<file path="config.mk">
export PLATFORM = sky130hd
export DESIGN_NAME = png_stored_rgba_encoder_flat
export DESIGN_NICKNAME = d
export VERILOG_FILES = /design/src/sv/pngse_pkg.sv /design/src/sv/pngse_pixel_if.sv /design/src/sv/pngse_png_if.sv /design/src/sv/pngse_seq.sv /design/src/sv/pngse_dp.sv /design/src/sv/png_stored_rgba_encoder.sv /design/src/flat_wrapper.sv
export SDC_FILE = /design/constraint.sdc
export NUM_CORES = 1
export LEC_CHECK = 0
export BUFFER_PORTS_ARGS = -buffer_cell sky130_fd_sc_hd__buf_2
export CAP_MARGIN = 20
export CORE_ASPECT_RATIO = 0.7
export CORE_UTILIZATION = 30
export CTS_CLUSTER_SIZE = 10
export DETAILED_ROUTE_END_ITERATION = 6
export PLACE_DENSITY = 0.55
export SETUP_SLACK_MARGIN = 0.1
export SLEW_MARGIN = 20
export SYNTH_ARGS = -nofsm -noshare
export SYNTH_HDL_FRONTEND = slang
export SYNTH_SLANG_ARGS = --single-unit
</file>
<file path="constraint.sdc">
create_clock -name i_clk -period 11.7 [get_ports i_clk]
set_input_delay 1.755 -clock i_clk [delete_from_list [all_inputs] [get_ports i_clk]]
set_output_delay 1.755 -clock i_clk [all_outputs]
set_load 0.005 [all_outputs]
</file>
<file path="src/sv/pngse_pkg.sv">
// types, constants and control program of the stored-deflate png encoder
package pngse_pkg;

    typedef logic [7:0] t_byte;
    typedef logic [6:0] t_pc;

    // configuration port
    localparam int C_CFG_IDX_W  = 1;
    localparam int C_CFG_DATA_W = 14;
    localparam logic [C_CFG_IDX_W-1:0] CFG_IMAGE_WIDTH  = 1'b0;
    localparam logic [C_CFG_IDX_W-1:0] CFG_IMAGE_HEIGHT = 1'b1;

    localparam logic [13:0] C_MAX_WIDTH = 14'd16383;
    localparam logic [31:0] C_CRC_POLY  = 32'hEDB88320;
    localparam logic [16:0] C_ADLER_MOD = 17'd65521;

    // byte source of one step
    typedef enum logic [3:0] {
        SRC_CONST,
        SRC_WIDTH,
        SRC_HEIGHT,
        SRC_CRC,
        SRC_IDAT,
        SRC_ADLER,
        SRC_FINAL,
        SRC_LEN,
        SRC_PIXEL,
        SRC_INPUT
    } t_src;

    // checksum update of one step
    typedef enum logic [1:0] {
        ADL_NONE,
        ADL_ROW,
        ADL_PIXEL
    } t_adl;

    // last-of-run marking
    typedef enum logic [1:0] {
        LR_NONE,
        LR_ALWAYS,
        LR_NOT_PENDING,
        LR_NOT_ROW_END
    } t_lr;

    // sequencing
    typedef enum logic [1:0] {
        JMP_NEXT,
        JMP_GOTO,
        JMP_SKIP_PEND,
        JMP_PIXEL
    } t_jmp;

    typedef struct packed {
        t_src  src;
        t_byte arg;
        logic  emit;
        logic  wait_in;
        logic  start;
        logic  crc_en;
        logic  crc_init;
        t_adl  adl;
        t_lr   lr;
        logic  eof;
        t_jmp  jmp;
        t_pc   target;
    } t_cw;

    typedef struct packed {
        t_cw  cw;
        logic fire;
    } t_ctrl;

    typedef struct packed {
        logic out_space;
        logic row_end;
        logic last_row;
        logic pending;
    } t_stat;

    // program addresses
    localparam t_pc A_IDLE   = 7'd0;
    localparam t_pc A_SIG    = 7'd1;
    localparam t_pc A_IHLEN  = 7'd9;
    localparam t_pc A_IHTAG  = 7'd13;
    localparam t_pc A_W      = 7'd17;
    localparam t_pc A_H      = 7'd21;
    localparam t_pc A_IHTAIL = 7'd25;
    localparam t_pc A_IHCRC  = 7'd30;
    localparam t_pc A_IDLEN  = 7'd34;
    localparam t_pc A_IDTAG  = 7'd38;
    localparam t_pc A_ROW    = 7'd44;
    localparam t_pc A_FILT   = 7'd49;
    localparam t_pc A_PIXR   = 7'd50;
    localparam t_pc A_PIXI   = 7'd51;
    localparam t_pc A_ADLER  = 7'd52;
    localparam t_pc A_CRC    = 7'd56;
    localparam t_pc A_IEND   = 7'd60;
    localparam t_pc A_LAST   = 7'd71;

    localparam t_byte C_SIG [8] = '{8'h89, 8'h50, 8'h4E, 8'h47, 8'h0D, 8'h0A, 8'h1A, 8'h0A};
    localparam t_byte C_IHDR_LEN [4] = '{8'h00, 8'h00, 8'h00, 8'h0D};
    localparam t_byte C_IHDR_TAG [4] = '{8'h49, 8'h48, 8'h44, 8'h52};
    localparam t_byte C_IHDR_TAIL [5] = '{8'h08, 8'h06, 8'h00, 8'h00, 8'h00};
    localparam t_byte C_IDAT_TAG [6] = '{8'h49, 8'h44, 8'h41, 8'h54, 8'h08, 8'h1D};
    localparam t_byte C_IEND [12] = '{8'h00, 8'h00, 8'h00, 8'h00, 8'h49, 8'h45,
                                      8'h4E, 8'h44, 8'hAE, 8'h42, 8'h60, 8'h82};

    // control store: one control word per step
    function automatic t_cw f_ucode(input t_pc a);
        t_cw cw;
        cw        = '0;
        cw.src    = SRC_CONST;
        cw.adl    = ADL_NONE;
        cw.lr     = LR_NONE;
        cw.jmp    = JMP_NEXT;
        cw.target = A_IDLE;
        cw.emit   = 1'b1;
        priority if (a == A_IDLE) begin
            cw.emit    = 1'b0;
            cw.wait_in = 1'b1;
            cw.start   = 1'b1;
        end else if (a < A_IHLEN) begin
            cw.arg = C_SIG[3'(a - A_SIG)];
        end else if (a < A_IHTAG) begin
            cw.arg      = C_IHDR_LEN[2'(a - A_IHLEN)];
            cw.crc_init = (a == A_IHTAG - 7'd1);
        end else if (a < A_W) begin
            cw.arg    = C_IHDR_TAG[2'(a - A_IHTAG)];
            cw.crc_en = 1'b1;
        end else if (a < A_H) begin
            cw.src    = SRC_WIDTH;
            cw.arg    = {6'b0, 2'(A_H - 7'd1 - a)};
            cw.crc_en = 1'b1;
        end else if (a < A_IHTAIL) begin
            cw.src    = SRC_HEIGHT;
            cw.arg    = {6'b0, 2'(A_IHTAIL - 7'd1 - a)};
            cw.crc_en = 1'b1;
        end else if (a < A_IHCRC) begin
            cw.arg    = C_IHDR_TAIL[3'(a - A_IHTAIL)];
            cw.crc_en = 1'b1;
        end else if (a < A_IDLEN) begin
            cw.src = SRC_CRC;
            cw.arg = {6'b0, 2'(A_IDLEN - 7'd1 - a)};
        end else if (a < A_IDTAG) begin
            cw.src      = SRC_IDAT;
            cw.arg      = {6'b0, 2'(A_IDTAG - 7'd1 - a)};
            cw.crc_init = (a == A_IDTAG - 7'd1);
        end else if (a < A_ROW) begin
            cw.arg    = C_IDAT_TAG[3'(a - A_IDTAG)];
            cw.crc_en = 1'b1;
        end else if (a == A_ROW) begin
            cw.src    = SRC_FINAL;
            cw.crc_en = 1'b1;
        end else if (a < A_FILT) begin
            cw.src    = SRC_LEN;
            cw.arg    = {6'b0, 2'(a - A_ROW - 7'd1)};
            cw.crc_en = 1'b1;
        end else if (a == A_FILT) begin
            cw.arg    = 8'h00;
            cw.crc_en = 1'b1;
            cw.adl    = ADL_ROW;
            cw.lr     = LR_NOT_PENDING;
            cw.jmp    = JMP_SKIP_PEND;
            cw.target = A_PIXI;
        end else if (a == A_PIXR) begin
            cw.src    = SRC_PIXEL;
            cw.crc_en = 1'b1;
            cw.adl    = ADL_PIXEL;
            cw.lr     = LR_NOT_ROW_END;
            cw.jmp    = JMP_PIXEL;
        end else if (a == A_PIXI) begin
            cw.src     = SRC_INPUT;
            cw.wait_in = 1'b1;
            cw.crc_en  = 1'b1;
            cw.adl     = ADL_PIXEL;
            cw.lr      = LR_NOT_ROW_END;
            cw.jmp     = JMP_PIXEL;
        end else if (a < A_CRC) begin
            cw.src    = SRC_ADLER;
            cw.arg    = {6'b0, 2'(A_CRC - 7'd1 - a)};
            cw.crc_en = 1'b1;
        end else if (a < A_IEND) begin
            cw.src = SRC_CRC;
            cw.arg = {6'b0, 2'(A_IEND - 7'd1 - a)};
        end else if (a < A_LAST) begin
            cw.arg = C_IEND[4'(a - A_IEND)];
        end else if (a == A_LAST) begin
            cw.arg      = C_IEND[11];
            cw.eof      = 1'b1;
            cw.lr       = LR_ALWAYS;
            cw.crc_init = 1'b1;
            cw.jmp      = JMP_GOTO;
            cw.target   = A_IDLE;
        end else begin
            cw.emit = 1'b0;
            cw.jmp  = JMP_GOTO;
        end
        return cw;
    endfunction

endpackage

</file>
<file path="src/sv/pngse_pixel_if.sv">
// pixel byte channel
interface pngse_pixel_if;
    logic       valid;
    logic       ready;
    logic [7:0] pixel_byte;

    modport source (output valid, output pixel_byte, input ready);
    modport sink   (input valid, input pixel_byte, output ready);
endinterface

</file>
<file path="src/sv/pngse_png_if.sv">
// png stream byte channel
interface pngse_png_if;
    logic       valid;
    logic       ready;
    logic [7:0] out_byte;
    logic       last_of_run;
    logic       end_of_file;

    modport source (output valid, output out_byte, output last_of_run, output end_of_file,
                    input ready);
    modport sink   (input valid, input out_byte, input last_of_run, input end_of_file,
                    output ready);
endinterface

</file>
<file path="src/sv/pngse_seq.sv">
// microprogram sequencer: step counter, control store and jumps
module pngse_seq (
    input  logic             i_clk,
    input  logic             i_rst_n,
    input  pngse_pkg::t_stat i_stat,
    input  logic             i_in_valid,
    output logic             o_in_ready,
    output pngse_pkg::t_ctrl o_ctrl
);
    import pngse_pkg::*;

    t_pc  r_pc;
    t_pc  n_pc;
    t_cw  cw;
    logic go;

    always_comb begin
        cw = f_ucode(r_pc);
        go = (!cw.emit || i_stat.out_space) && (!cw.wait_in || i_in_valid);
        o_in_ready  = cw.wait_in && (!cw.emit || i_stat.out_space);
        o_ctrl.cw   = cw;
        o_ctrl.fire = go;
        n_pc = r_pc;
        if (go) begin
            unique case (cw.jmp)
                JMP_NEXT:      n_pc = r_pc + 7'd1;
                JMP_GOTO:      n_pc = cw.target;
                JMP_SKIP_PEND: n_pc = i_stat.pending ? r_pc + 7'd1 : cw.target;
                JMP_PIXEL: begin
                    priority if (!i_stat.row_end) n_pc = A_PIXI;
                    else if (i_stat.last_row)     n_pc = A_ADLER;
                    else                          n_pc = A_ROW;
                end
                default:       n_pc = A_IDLE;
            endcase
        end
    end

    always_ff @(posedge i_clk) begin
        if (!i_rst_n) begin
            r_pc <= A_IDLE;
        end else begin
            r_pc <= n_pc;
        end
    end

    a_pc_range: assert property (@(posedge i_clk) disable iff (!i_rst_n)
        r_pc <= A_LAST)
        else $error("step counter left the program");

    a_ready_steps: assert property (@(posedge i_clk) disable iff (!i_rst_n)
        o_in_ready |-> (r_pc == A_IDLE || r_pc == A_PIXI))
        else $error("pixel taken outside a pixel step");

endmodule

</file>
<file path="src/sv/pngse_dp.sv">
// datapath: byte select, crc-32, adler-32, row counters, config and output register
module pngse_dp (
    input  logic                                  i_clk,
    input  logic                                  i_rst_n,
    input  pngse_pkg::t_ctrl                      i_ctrl,
    output pngse_pkg::t_stat                      o_stat,
    input  logic [7:0]                            i_pixel_byte,
    input  logic                                  i_cfg_we,
    input  logic [pngse_pkg::C_CFG_IDX_W-1:0]     i_cfg_idx,
    input  logic [pngse_pkg::C_CFG_DATA_W-1:0]    i_cfg_data,
    output logic                                  o_out_valid,
    input  logic                                  i_out_ready,
    output logic [7:0]                            o_out_byte,
    output logic                                  o_last_of_run,
    output logic                                  o_end_of_file
);
    import pngse_pkg::*;

    function automatic logic [31:0] f_crc8(input logic [31:0] c_in, input logic [7:0] b);
        logic [31:0] c;
        c = c_in ^ {24'b0, b};
        for (int k = 0; k < 8; k++) begin
            c = c[0] ? ((c >> 1) ^ C_CRC_POLY) : (c >> 1);
        end
        return c;
    endfunction

    t_cw cw;

    logic [13:0] r_width;
    logic [13:0] r_height;
    logic        r_header_sent;
    logic        r_pending;
    logic [7:0]  r_pixel;
    logic [31:0] r_crc;
    logic [15:0] r_lo;
    logic [15:0] r_hi;
    logic [15:0] r_byte_in_row;
    logic [13:0] r_row;
    logic [30:0] r_prod;
    logic [31:0] r_idat;
    logic        r_out_valid;
    logic [7:0]  r_out_byte;
    logic        r_out_last;
    logic        r_out_eof;

    logic [13:0] w_eff;
    logic [13:0] h_eff;
    logic [15:0] row_len4;
    logic [15:0] len16;
    logic [16:0] w_term;
    logic        row_end;
    logic        last_row;
    logic        out_space;
    logic [31:0] word;
    logic [1:0]  lane;
    logic [7:0]  cur_byte;
    logic        cur_last;
    logic [16:0] lo_sum;
    logic [16:0] lo_mod;
    logic [15:0] hi_add;
    logic [16:0] hi_sum;
    logic [16:0] hi_mod;
    logic        accept;

    assign cw = i_ctrl.cw;

    always_comb begin
        w_eff = r_width;
        if (r_width == 14'd0)        w_eff = 14'd1;
        if (r_width > C_MAX_WIDTH)   w_eff = C_MAX_WIDTH;
        h_eff    = (r_height == 14'd0) ? 14'd1 : r_height;
        row_len4 = {w_eff, 2'b00};
        len16    = row_len4 + 16'd1;
        w_term   = {1'b0, row_len4} + 17'd6;
        row_end  = (r_byte_in_row == row_len4 - 16'd1);
        last_row = (r_row == h_eff - 14'd1);
        out_space = !r_out_valid || i_out_ready;
        accept    = i_ctrl.fire && cw.wait_in;
    end

    assign o_stat.out_space = out_space;
    assign o_stat.row_end   = row_end;
    assign o_stat.last_row  = last_row;
    assign o_stat.pending   = r_pending;

    // byte of the current step
    always_comb begin
        word = '0;
        lane = cw.arg[1:0];
        unique case (cw.src)
            SRC_CONST:  begin word = {24'b0, cw.arg};        lane = 2'd0; end
            SRC_WIDTH:  word = {18'b0, w_eff};
            SRC_HEIGHT: word = {18'b0, h_eff};
            SRC_CRC:    word = ~r_crc;
            SRC_IDAT:   word = r_idat;
            SRC_ADLER:  word = {r_hi, r_lo};
            SRC_FINAL:  begin word = {31'b0, last_row};      lane = 2'd0; end
            SRC_LEN:    word = {~len16, len16};
            SRC_PIXEL:  begin word = {24'b0, r_pixel};       lane = 2'd0; end
            SRC_INPUT:  begin word = {24'b0, i_pixel_byte};  lane = 2'd0; end
            default:    word = '0;
        endcase
        cur_byte = word[{lane, 3'b000} +: 8];
        unique case (cw.lr)
            LR_NONE:        cur_last = 1'b0;
            LR_ALWAYS:      cur_last = 1'b1;
            LR_NOT_PENDING: cur_last = !r_pending;
            LR_NOT_ROW_END: cur_last = !row_end;
            default:        cur_last = 1'b0;
        endcase
    end

    // adler-32: sums stay below the modulus, one subtract each
    always_comb begin
        lo_sum = {1'b0, r_lo} + {9'b0, cur_byte};
        lo_mod = (lo_sum >= C_ADLER_MOD) ? lo_sum - C_ADLER_MOD : lo_sum;
        hi_add = (cw.adl == ADL_PIXEL) ? lo_mod[15:0] : r_lo;
        hi_sum = {1'b0, r_hi} + {1'b0, hi_add};
        hi_mod = (hi_sum >= C_ADLER_MOD) ? hi_sum - C_ADLER_MOD : hi_sum;
    end

    always_ff @(posedge i_clk) begin
        if (!i_rst_n) begin
            r_width       <= 14'd1;
            r_height      <= 14'd1;
            r_header_sent <= 1'b0;
            r_pending     <= 1'b0;
            r_byte_in_row <= '0;
            r_row         <= '0;
            r_crc         <= '1;
            r_lo          <= 16'd1;
            r_hi          <= '0;
            r_out_valid   <= 1'b0;
        end else begin
            if (i_cfg_we && !r_header_sent) begin
                if (i_cfg_idx == CFG_IMAGE_WIDTH)  r_width  <= i_cfg_data;
                if (i_cfg_idx == CFG_IMAGE_HEIGHT) r_height <= i_cfg_data;
            end
            if (i_ctrl.fire) begin
                if (cw.start) begin
                    r_header_sent <= 1'b1;
                    r_pending     <= 1'b1;
                    r_byte_in_row <= '0;
                    r_row         <= '0;
                    r_lo          <= 16'd1;
                    r_hi          <= '0;
                end
                if (cw.eof)                r_header_sent <= 1'b0;
                if (cw.src == SRC_PIXEL)   r_pending     <= 1'b0;
                if (cw.crc_init)           r_crc <= '1;
                else if (cw.crc_en)        r_crc <= f_crc8(r_crc, cur_byte);
                if (cw.adl == ADL_PIXEL) begin
                    r_lo <= lo_mod[15:0];
                    r_hi <= hi_mod[15:0];
                    if (row_end) begin
                        r_byte_in_row <= '0;
                        if (!last_row) r_row <= r_row + 14'd1;
                    end else begin
                        r_byte_in_row <= r_byte_in_row + 16'd1;
                    end
                end else if (cw.adl == ADL_ROW) begin
                    r_hi <= hi_mod[15:0];
                end
            end
            if (i_ctrl.fire && cw.emit) r_out_valid <= 1'b1;
            else if (i_out_ready)       r_out_valid <= 1'b0;
        end
    end

    always_ff @(posedge i_clk) begin
        if (accept && cw.start) r_pixel <= i_pixel_byte;
        if (i_ctrl.fire && cw.emit) begin
            r_out_byte <= cur_byte;
            r_out_last <= cur_last;
            r_out_eof  <= cw.eof;
        end
        // idat length, multiplier registered before the add
        r_prod <= w_term * h_eff;
        r_idat <= {1'b0, r_prod} + 32'd6;
    end

    assign o_out_valid   = r_out_valid;
    assign o_out_byte    = r_out_byte;
    assign o_last_of_run = r_out_last;
    assign o_end_of_file = r_out_eof;

    a_eof_last: assert property (@(posedge i_clk) disable iff (!i_rst_n)
        (o_out_valid && o_end_of_file) |-> o_last_of_run)
        else $error("end of file byte not marked last of run");

    a_row_bound: assert property (@(posedge i_clk) disable iff (!i_rst_n)
        r_byte_in_row < row_len4)
        else $error("byte counter ran past the row");

    a_one_pending: assert property (@(posedge i_clk) disable iff (!i_rst_n)
        accept |-> !r_pending)
        else $error("pixel taken while first pixel still held");

endmodule

</file>
<file path="src/sv/png_stored_rgba_encoder.sv">
// top level of the stored-deflate rgba png encoder
//
// channel   direction  payload                                   transaction
// i_pix     in         pixel_byte[7:0]                           valid && ready
// o_png     out        out_byte[7:0], last_of_run, end_of_file   valid && ready
// i_cfg_*   in         i_cfg_idx (0 width, 1 height), data[13:0] i_cfg_we
//
// one micro step per cycle unless the output is full or an input step waits for
// a pixel; each step emits at most one byte into a single output register, so a
// pixel byte is one step of the pixel loop; an image is 1 + 49 header steps (incl.
// first row header), 4*w*h pixel steps, 6 per further row header, 20 of trailer
// a stall on o_png freezes the step counter; the output register decouples
// the sides so the next step runs in the cycle the waiting byte is taken
// synchronous active-low reset puts the step counter at idle and the
// registers at width 1, height 1; no clearing pass is needed
module png_stored_rgba_encoder (
    input  logic                               i_clk,
    input  logic                               i_rst_n,
    pngse_pixel_if.sink                        i_pix,
    pngse_png_if.source                        o_png,
    input  logic                               i_cfg_we,
    input  logic [pngse_pkg::C_CFG_IDX_W-1:0]  i_cfg_idx,
    input  logic [pngse_pkg::C_CFG_DATA_W-1:0] i_cfg_data
);
    import pngse_pkg::*;

    // control word and step strobe from the sequencer
    t_ctrl ctrl;
    // row, pending-pixel and output-space flags back to the sequencer
    t_stat stat;

    // control store walks the file layout; jumps close the pixel loop,
    // branch to the next row header or to the trailer
    pngse_seq u_seq (
        .i_clk      (i_clk),
        .i_rst_n    (i_rst_n),
        .i_stat     (stat),
        .i_in_valid (i_pix.valid),
        .o_in_ready (i_pix.ready),
        .o_ctrl     (ctrl)
    );

    // checksums, counters, config registers and the output register
    pngse_dp u_dp (
        .i_clk         (i_clk),
        .i_rst_n       (i_rst_n),
        .i_ctrl        (ctrl),
        .o_stat        (stat),
        .i_pixel_byte  (i_pix.pixel_byte),
        .i_cfg_we      (i_cfg_we),
        .i_cfg_idx     (i_cfg_idx),
        .i_cfg_data    (i_cfg_data),
        .o_out_valid   (o_png.valid),
        .i_out_ready   (o_png.ready),
        .o_out_byte    (o_png.out_byte),
        .o_last_of_run (o_png.last_of_run),
        .o_end_of_file (o_png.end_of_file)
    );

endmodule

</file>
<file path="src/flat_wrapper.sv">
// flat-port wrapper written by rule: the top's interface ports become plain ports
module png_stored_rgba_encoder_flat import pngse_pkg::*;
  (i_clk, i_rst_n, i_cfg_we, i_cfg_idx, i_cfg_data, i_pix_valid, i_pix_pixel_byte, i_pix_ready, o_png_valid, o_png_out_byte, o_png_last_of_run, o_png_end_of_file, o_png_ready);
  pngse_pixel_if i_pix_i ();
  pngse_png_if o_png_i ();
  input  logic i_clk;
  input  logic i_rst_n;
  input  logic i_cfg_we;
  input  logic [pngse_pkg::C_CFG_IDX_W-1:0] i_cfg_idx;
  input  logic [pngse_pkg::C_CFG_DATA_W-1:0] i_cfg_data;
  input wire logic [$bits(i_pix_i.valid)-1:0] i_pix_valid;
  input wire logic [$bits(i_pix_i.pixel_byte)-1:0] i_pix_pixel_byte;
  output wire logic [$bits(i_pix_i.ready)-1:0] i_pix_ready;
  output wire logic [$bits(o_png_i.valid)-1:0] o_png_valid;
  output wire logic [$bits(o_png_i.out_byte)-1:0] o_png_out_byte;
  output wire logic [$bits(o_png_i.last_of_run)-1:0] o_png_last_of_run;
  output wire logic [$bits(o_png_i.end_of_file)-1:0] o_png_end_of_file;
  input wire logic [$bits(o_png_i.ready)-1:0] o_png_ready;
  assign i_pix_i.valid = i_pix_valid;
  assign i_pix_i.pixel_byte = i_pix_pixel_byte;
  assign i_pix_ready = i_pix_i.ready;
  assign o_png_valid = o_png_i.valid;
  assign o_png_out_byte = o_png_i.out_byte;
  assign o_png_last_of_run = o_png_i.last_of_run;
  assign o_png_end_of_file = o_png_i.end_of_file;
  assign o_png_i.ready = o_png_ready;
  png_stored_rgba_encoder u_core (.i_clk(i_clk), .i_rst_n(i_rst_n), .i_pix(i_pix_i), .o_png(o_png_i), .i_cfg_we(i_cfg_we), .i_cfg_idx(i_cfg_idx), .i_cfg_data(i_cfg_data));
endmodule
</file>
== Word-level counts from Yosys, hierarchy flattened ==
Memory sizes are Yosys's and may differ from the RTL's.
Cells that the tools add are included.
W data, S select, Z words.
Operators by class
  add/subtract/negate cells: 26
  $mul: 1
  magnitude comparators: 22
  eq/ne operators: 26
  shifts and indexed selects: 1
  muxes and demuxes: 203
  bitwise operators: 18
  reductions and logical operators: 35
Operator list (count)
  $mux W12: 47
  $mux W32: 10
  $pmux W32 S10: 1
  $mux W16: 13
  $mux W8: 21
  $mux W10: 15
  $mux W14: 9
  $not A13 Y14: 8
  $mux W15: 7
  $mux W11: 4
  $mux W4: 11
  $lt A7 B6 Y1 const B: 6
  $mux W2: 19
  $eq A7 B6 Y1 const B: 5
  $mux W1: 35
  $ge A17 B16 Y1 const B: 2
  $add A16 B1 Y16 const B: 2
  $add A31 B3 Y32 const B: 1
  $bmux W8 S2: 2
  $not A32 Y32: 1
  $shiftx A32 B6 Y8: 1
  $sub A16 B16 Y16 const B: 2
  $xor A32 B8 Y32: 1
  $mul A17 B14 Y31: 1
  51 further kinds: 108
Word-level totals
  register bits: 213
  ROM bits: 320
  input port bits: 28
  output and inout port bits: 12
  logic and storage cells: 353
  memories: 4
Memories
  (name not given): depth 16, width 8, read ports 1, clocked after Yosys merged registers in 0, wr ports 0, line pngse_pkg.sv:187  | cw.arg = C_IEND[4'(a - A_IEND)];
  (name not given): depth 8, width 8, read ports 1, clocked after Yosys merged registers in 0, wr ports 0, line pngse_pkg.sv:150  | cw.arg = C_IDAT_TAG[3'(a - A_IDTAG)];
  (name not given): depth 8, width 8, read ports 1, clocked after Yosys merged registers in 0, wr ports 0, line pngse_pkg.sv:140  | cw.arg = C_IHDR_TAIL[3'(a - A_IHTAIL)];
  (name not given): depth 8, width 8, read ports 1, clocked after Yosys merged registers in 0, wr ports 0, line pngse_pkg.sv:124  | cw.arg = C_SIG[3'(a - A_SIG)];

== Logic depth before layout (Yosys ltp) ==
Gate-level depths: netlist of run 1.
  depth after elaboration: 85
  mapped depth: 50
  gate-level depth less buffers: 45

== Modules after synthesis ==
Synthesis of run 1 repeated with hierarchy kept, for this count alone.
Unflattened totals
  cells, all modules: 2790
  area total of the unflattened synthesis: 22635.5 µm²
Modules (own cells, without submodules)
  pngse_dp: times used 1, cells each 2522, area each 20847.5 µm², sequential area each 4264.1 µm²
  pngse_seq: times used 1, cells each 268, area each 1788.0 µm², sequential area each 140.1 µm²

== Worst setup path after synthesis of run 1 ==
Ideal clock, no wire load.
  path type: reg-to-reg
  from: register u_core.u_seq.r_pc[0]
  to: register u_core.u_dp.r_hi[7]
  setup time: 125 ps
  arrival: 10335 ps
  data required time: 11575 ps
  path slack: 1240 ps
  cell stages (with the launch flop): 47
  path buffers: 4
  period minus slack after synthesis: 10460 ps
  cells stage by stage: dfxtp_1 buf_2 clkbuf_1 inv_1 ha_1 or3_1 a2111oi_2 o21a_2 nor4_4 a21boi_2 or3b_1 buf_4 nor2_4 mux2i_1 ha_1 inv_1 fa_1 nor2b_1 [11 not listed] o21ai_0 ha_1 inv_1 fa_1 o21ai_0 a21o_1 a21oi_1 o21ai_0 a21o_1 a21o_1 a311o_1 a31o_2 a21o_1 a41oi_1 clkbuf_1 nor3_1 xnor2_1 o21ai_0
Between the ends
  longest elaborated chain between the ends: 73
  elaborated cells between the ends (all ways): 192
  those cells by class: add/sub: 18; order compare: 15; eq/ne: 16; shift: 1; mux: 122; bitwise: 6; reduce/logical: 10; memory: 4
RTL lines
  from (decl): line pngse_seq.sv:12  | t_pc r_pc;
  from (signal assigned): line pngse_seq.sv:43  | r_pc <= n_pc;
  $sub A4 B4 Y4: line pngse_pkg.sv:187
  $not A4 Y5 (implied by the code): line pngse_pkg.sv:187
  $mem_v2 Z16 W8
  $mux W8 (implied by the code) (2 in series): line pngse_pkg.sv:187
  $mux W8: line pngse_pkg.sv:186  | end else if (a < A_LAST) begin
  $mux W8: line pngse_pkg.sv:183  | end else if (a < A_IEND) begin
  $mux W11: line pngse_pkg.sv:179  | end else if (a < A_CRC) begin
  $mux W12: line pngse_pkg.sv:172  | end else if (a == A_PIXI) begin
  [55 not listed]
  via u_core.u_dp.cur_byte[0]: line pngse_dp.sv:57  | logic [7:0] cur_byte;
  [1 not listed]
  $sub A16 B16 Y16 or $ge A17 B16 Y1 (tied branches): line pngse_dp.sv:117  | lo_mod = (lo_sum >= C_ADLER_MOD) ? lo_sum - C_ADLER_MOD : lo_sum;
  $mux W16 *: line pngse_dp.sv:117
  $mux W16 *: line pngse_dp.sv:118  | hi_add = (cw.adl == ADL_PIXEL) ? lo_mod[15:0] : r_lo;
  $add A16 B16 Y17 *: line pngse_dp.sv:119  | hi_sum = {1'b0, r_hi} + {1'b0, hi_add};
  $sub A16 B16 Y16 or $ge A17 B16 Y1 (tied branches): line pngse_dp.sv:120  | hi_mod = (hi_sum >= C_ADLER_MOD) ? hi_sum - C_ADLER_MOD : hi_sum;
  $mux W16 *: line pngse_dp.sv:120
  $mux W16: line pngse_dp.sv:162  | end else if (cw.adl == ADL_ROW) begin
  $mux W16 *: line pngse_dp.sv:153  | if (cw.adl == ADL_PIXEL) begin
  to (signal assigned): line pngse_dp.sv:155  | r_hi <= hi_mod[15:0];
  to (signal assigned): line pngse_dp.sv:163  | r_hi <= hi_mod[15:0];
  to (decl): line pngse_dp.sv:37  | logic [15:0] r_hi;
The timed path passes the listed nets; every way through them passes the cells marked *. The select of a mux whose other input is x is not followed.
A chain may end at the register's enable or synchronous reset.

== Worst setup path in the final report of run 1 ==
  from: register u_core.u_seq.r_pc[3]
  to: register u_core.u_dp.r_hi[13]
Same word-level chain as after synthesis.

==> results of run 1 <==
[final cells by class]
class	count	area [µm²]	share of cell area [%]
Antenna cell	1	2.50	0.0104
Clock buffer	33	708	2.95
Clock inverter	3	18.8	0.0783
Inverter	222	833	3.48
Multi-Input combinational cell	2027	16000	66.6
Sequential cell	211	4410	18.4
Tap cell	966	1210	5.04
Timing Repair Buffer	121	811	3.38
[state kept, by name, summed over array words and instances, names as in the netlist, 14 cells and up]
register	cells
u_core.u_dp.r_width	14
u_core.u_dp.r_idat	31
u_core.u_dp.r_height	14
u_core.u_dp.r_byte_in_row	16
u_core.u_dp.r_hi	16
u_core.u_dp.r_lo	16
u_core.u_dp.r_row	14
u_core.u_dp.r_prod	30
u_core.u_dp.r_crc	32
[what timing repair did]
| action | in CTS | in global routing |
|---|---|---|
| setup endpoints to repair | 0 | 16 |
| gates resized for setup | 0 | 13 |
| setup buffers | 0 | 3 |
| hold buffers | 0 | 0 |
[per-stage QoR]
step                cells  worst slack [ns]  area [µm²]  power, µW  hold WS [ns]
finish               3584             0.966       24000       4880         0.448
global route         3583             0.104       24000       5190         0.471
CTS                  3580             0.465       23900       4830         0.452
detailed placement   3544             0.548       23200       4050         0.434
global placement     3544             0.671       23200       4090         0.432
floorplan            2627              1.24       21800       3270         0.399
[where the power goes]
| part | internal (µW) | switching (µW) | total [µW] |
|---|---|---|---|
| combinational | 1310 | 1850 | 3160 |
| sequential | 861 | 109 | 969 |
| clock | 418 | 328 | 746 |
| total | 2590 | 2290 | 4880 |
[layer usage]
| metal | GRT usage [%] | part of all wire [%] |
|---|---|---|
| met1 | 30.0 | 50 |
| met5 | 0 | 0 |
| met4 | 3.46 | 1.9 |
| met2 | 28.2 | 39 |
| met3 | 4.51 | 8.8 |
[kinds of logic (layout without fill, tap and decap cells)]
kind of cell               Yosys count  in the layout  synth area share [%]
AOI/OAI and AO/OA                  585            585                  18.2
muxes                               29             29                  1.36
xor gates and xnor gates           211            211                  9.37
DFF                                211            211                  20.2
other                                0              1                     0
and+or+nand+nor                    890            890                  20.3
adders and majority gates          312            312                  23.6
buffers and inverters              389            379                  6.88
[placed cells by master (no fill, tap or decap), types with 51 or more instances in the layout]
cell type,n
xnor2_1,141
inv_1,220
ha_1,143
nand3_1,57
buf_4,82
a21oi_1,113
o21ai_0,123
dfxtp_1,187
xor2_1,51
nor2_1,118
fa_1,167
nand2_1,346
nor3_1,54
and2_1,103
[how the worst max path moves through the flow]
| stage | to | slack [ns] | depth (start not counted) |
|---|---|---|---|
| after floorplan | u_core.u_dp.r_hi[7] | 1.24 | 46 |
| after global placement | u_core.u_dp.r_hi[14] | 0.67 | 43 |
| after detailed placement | u_core.u_dp.r_hi[14] | 0.55 | 46 |
| after CTS | u_core.u_dp.r_hi[14] | 0.46 | 46 |
| after global routing | u_core.u_dp.r_hi[14] | 0.10 | 43 |
| final | u_core.u_dp.r_hi[13] | 0.97 | 42 |
[worst max-delay path, delay by kind of cell (launching register included)]
kind                       cells  cell delay [ns]
xor gates and xnor gates       3             0.51
AOI/OAI and AO/OA             24             5.44
adders and majority gates      3             1.02
DFF                            1             0.32
buffers and inverters          3             0.64
and+or+nand+nor                9             2.60
==> metrics, run 1 <==
Die X 324 µm; DRC viols 0; number of buffers created by CTS 26; share of the synthesized area in the top cell type 17.7%; Initial DRT Pass Iterations 6; Top FF cell, synth dfxtp_1; CTS clk-pin slew, worst paths 0.06 ns; fin. max-slew vios 0; area of the core 71700 µm²; Final Hold Viols 0; arrival time worst endpoint 11.13 ns; Die ar. 73800 µm²; WHS Endpoint u_core.u_dp.r_idat[27]; row count 82; post-synth top area cell dfxtp_1; vias per inst 5.30; Fmax 0.0932 GHz; post-DP HPWL 56200 µm; Yosys reg bits 211; clock buffer depth 3; top cells by count, synth 346 x nand2_1, 220 x inv_1, 193 x dfxtp_1; fillers 7471; Crit Path Category flip-flop to flip-flop; FF-to-FF path depth 42; CTS tree yes; Avg Inst Size Synth 8.30 µm²; setup TNS 0 ns; initial antenna violation count 0; slowest stage delay, CP 0.53 ns; Clock Skew 0.0359 ns; die height 228 µm; asr flop ratio synth 0%; most common cell in the netlist nand2_1; Worst path slowest cell nor4_1; Initial Util 30.4%; Avg WL per Cell 20.4 µm; via count 19000; synth unique cells 110; transition time of the tightest slew-check pin 1.04 ns; status complete, no violations; critical-path maximum fanout 19; Num Clock Sinks 211; worst hold start u_core.u_dp.r_prod[27]; syn_nets 2967; crit path time final 10.73 ns; CP startpoint kind flip-flop; wire length of the first global-routing pass 113000 µm; Leak 0.0100 µW; total detailed-routing wirelength 73100 µm; Antenna Nets Post-Route 0; number of synthesized flops with an enable pin 18; Slew headroom 30.1%; worst flop-to-flop path startpoint u_core.u_seq.r_pc[3]; initial DRC count 1835; register area share after synthesis 20.2%; port bufs 39; Final Cycle Share 91.7%; root buffer cell clkbuf_16; depth of the CTS H-tree 1; synthesized instance count 2627; RD Place Congestion 0.976; total gr overflow 0; Max IR drop VDD 0.250 mV; # IOs 40; Layout area overhead 9.89%; Reg-to-Reg End u_core.u_dp.r_hi[13]; crit end category flip-flop; hold path depth 1; fin nets 2949; Finished Core Util 33.4%; r2r setup slk 0.97 ns; max_cap viols 0; RSZ-0062 raised after global routing no; Setup-failing EPs final 0; mapped cell area 21800 µm²; Critical Path RT 12.10 ns; PwrDens 203 nW/µm²; Hold WC Path Type flip-flop to flip-flop; layout cells sized above 1 8.64%; clk_lat worst skew 0.57 ns; pin count of the biggest net entering global routing 86; synth warn 0; GRT Total Usage 19.8%; most used cell, CP o21ai_0; origin of the worst setup path u_core.u_seq.r_pc[3]; Area contributors post-synth dfxtp_1 18%, fa_1 15%, ha_1 8.3%; vias in the first global route 18300
No activity file was read; power rests on OpenSTA's default activity.
==> run 2, diff against run 1 <==
--- a/config.mk
+++ b/config.mk
@@ -11,2 +11,3 @@
 export CORE_UTILIZATION = 30
+export CTS_CLUSTER_DIAMETER = 60
 export CTS_CLUSTER_SIZE = 10
==> constraint.sdc (replaced) <==
create_clock -name i_clk -period 11.7 [get_ports i_clk]
set_input_delay 0.585 -clock i_clk [delete_from_list [all_inputs] [get_ports i_clk]]
set_output_delay 0.585 -clock i_clk [all_outputs]
set_load 0.005 [all_outputs]
==> metrics, run 2 (synthesis gave the netlist of run 1 again) <==
Hold WC Path Type input port to flip-flop (was flip-flop to flip-flop); vias per inst 5.31 (was 5.30); total detailed-routing wirelength 72900 µm (was 73100 µm); # IOs 40 (unchanged); Final Cycle Share 91.3% (was 91.7%); number of buffers created by CTS 27 (was 26); PwrDens 203 nW/µm² (about the same); die height 228 µm (unchanged); area of the multi-input gates 16000 µm² (about the same); RSZ-0062 raised after global routing no (unchanged); Layout area overhead 10.0% (was 9.89%); fin nets 2949 (unchanged); depth of the CTS H-tree 1 (unchanged); pre-CTS setup slack 0.548 ns (unchanged); transition time of the tightest slew-check pin 1.07 ns (was 1.04 ns); fillers 7479 (was 7471); Fmax 0.0937 GHz (was 0.0932 GHz); Initial DRT Pass Iterations 6 (unchanged); post-DP HPWL 56200 µm (unchanged); layout cells sized above 1 8.75% (was 8.64%); grt met2 use 28.0% (was 28.2%); worst hold-check slack 0.199 ns (was 0.448 ns); wire length of the first global-routing pass 113000 µm (about the same); crit end category flip-flop (unchanged); number of flip-flops in the largest register 32 (unchanged); fin. max-slew vios 0 (unchanged); crit path time final 10.68 ns (was 10.73 ns); largest registers u_core.u_dp.r_crc x32, u_core.u_dp.r_idat x31, u_core.u_dp.r_prod x30 (unchanged); largest register by flop count u_core.u_dp.r_crc (unchanged); hold_buf cts 0 (unchanged); Die ar. 73800 µm² (unchanged); Die X 324 µm (unchanged); initial DRC count 1631 (was 1835); Avg WL per Cell 20.3 µm (was 20.4 µm); Leak 0.0101 µW (was 0.0100 µW); clk_lat worst skew 0.59 ns (was 0.57 ns); RD Place Congestion 0.976 (unchanged); Crit Path Category flip-flop to flip-flop (unchanged); Setup-failing EPs final 0 (unchanged); CP startpoint kind flip-flop (unchanged); most frequent cells in the layout 346 x nand2_1, 220 x inv_1, 187 x dfxtp_1 (unchanged); area of the core 71700 µm² (unchanged); Critical Path RT 12.11 ns (was 12.10 ns); most used cell, CP o21ai_0 (unchanged); DRC viols 0 (unchanged); port bufs 39 (unchanged); total gr overflow 0 (unchanged); Setup WS post-layout 1.02 ns (was 0.966 ns); GRT Total Usage 19.7% (was 19.8%); Slew headroom 28.5% (was 30.1%); Final Hold Viols 0 (unchanged); status complete, no violations (unchanged); Clock Skew 0.0494 ns (was 0.0359 ns); GR Layer Usage met3 4.96% (was 4.51%); Num Clock Sinks 211 (unchanged); critical-path maximum fanout 16 (was 19); clock buffer depth 3 (unchanged); pin count of the biggest net entering global routing 86 (unchanged); CTS tree yes (unchanged); Top Usage Layer GRT met1 (unchanged); initial antenna violation count 0 (unchanged); setup TNS 0 ns (unchanged); Max IR drop VDD 0.256 mV (was 0.250 mV); most common cell after layout, fill and taps aside nand2_1 (unchanged); Worst path slowest cell or3b_1 (was nor4_1); arrival time worst endpoint 11.09 ns (was 11.13 ns); slowest stage delay, CP 0.53 ns (about the same); register area 4410 µm² (unchanged); via count 19000 (about the same); max_cap viols 0 (unchanged); CTS clk-pin slew, worst paths 0.06 ns (about the same); Antenna Nets Post-Route 0 (unchanged); Initial Util 30.4% (unchanged); vias in the first global route 18400 (was 18300); row count 82 (unchanged); grt met1 use 29.5% (was 30.0%); root buffer cell clkbuf_16 (unchanged)
[run 2: cell count changes in the layout (fill, tap and decap cells not counted)]
cell / before / now
buf_4: 82 / 81
clkbuf_1: 5 / 3
clkinv_4: 0 / 2
clkinvlp_4: 1 / 0
diode_2: 1 / 3
inv_16: 0 / 1
inv_4: 1 / 2
nor3_1: 54 / 53
nor3_2: 1 / 2
[run 2: worst max-delay path: cells and delay by family (launching register included)]
kind	cells	cell delay (ns)
flip-flops	1	0.41
AND/OR/NAND/NOR	10	2.63
multiplexers	1	0.31
buffers and inverters	4	0.66
adder cells (fa/ha/maj)	4	1.28
AO/OA/AOI/OAI	21	4.68
XOR/XNOR	3	0.51
[run 2: repair_timing]
item	CTS	global route
setup buffers	0	2
endpoints found under the setup margin	0	16
gates resized for setup	0	14
[run 2: final timing paths]
check | start | end | slack (ns) | cells past startpoint
max reg2reg | u_core.u_seq.r_pc[0] | u_core.u_dp.r_hi[14] | 1.02 | 43
min | i_pix_pixel_byte[3] | u_core.u_dp.r_pixel[3] | 0.20 | 1
min reg2reg | u_core.u_dp.r_prod[1] | u_core.u_dp.r_idat[1] | 0.45 | 1
max | u_core.u_seq.r_pc[0] | u_core.u_dp.r_hi[14] | 1.02 | 43
[run 2: through the flow]
stage	power, µW	cells	utilization, %	cell area (µm²)
finish	4880	3586	33.5	24000
global route	5190	3583	33.5	24000
CTS	4840	3581	33.4	24000
detailed placement	4050	3544	32.3	23200
global placement	4090	3544	32.3	23200
floorplan	3270	2627	-	21800
[run 2: layout make-up]
type	instances	share of cell area, %
Timing Repair Buffer	120	3.35
Antenna cell	3	0.0313
Tap cell	966	5.03
Multi-Input combinational cell	2027	66.6
Clock inverter	6	0.229
Inverter	222	3.47
Clock buffer	31	2.92
Sequential cell	211	18.4
[run 2: per-layer routing]
metal	vias to the layer above	share of wire (%)
li1	8945	-
met1	9332	50
met2	676	40
met3	90	8.9
met4	2	1.7
met5	-	0.086
[run 2: power breakdown]
group | internal (µW) | switching, µW | total (µW)
Combinational | 1310 | 1840 | 3150
Sequential | 861 | 108 | 968
Clock | 422 | 338 | 761
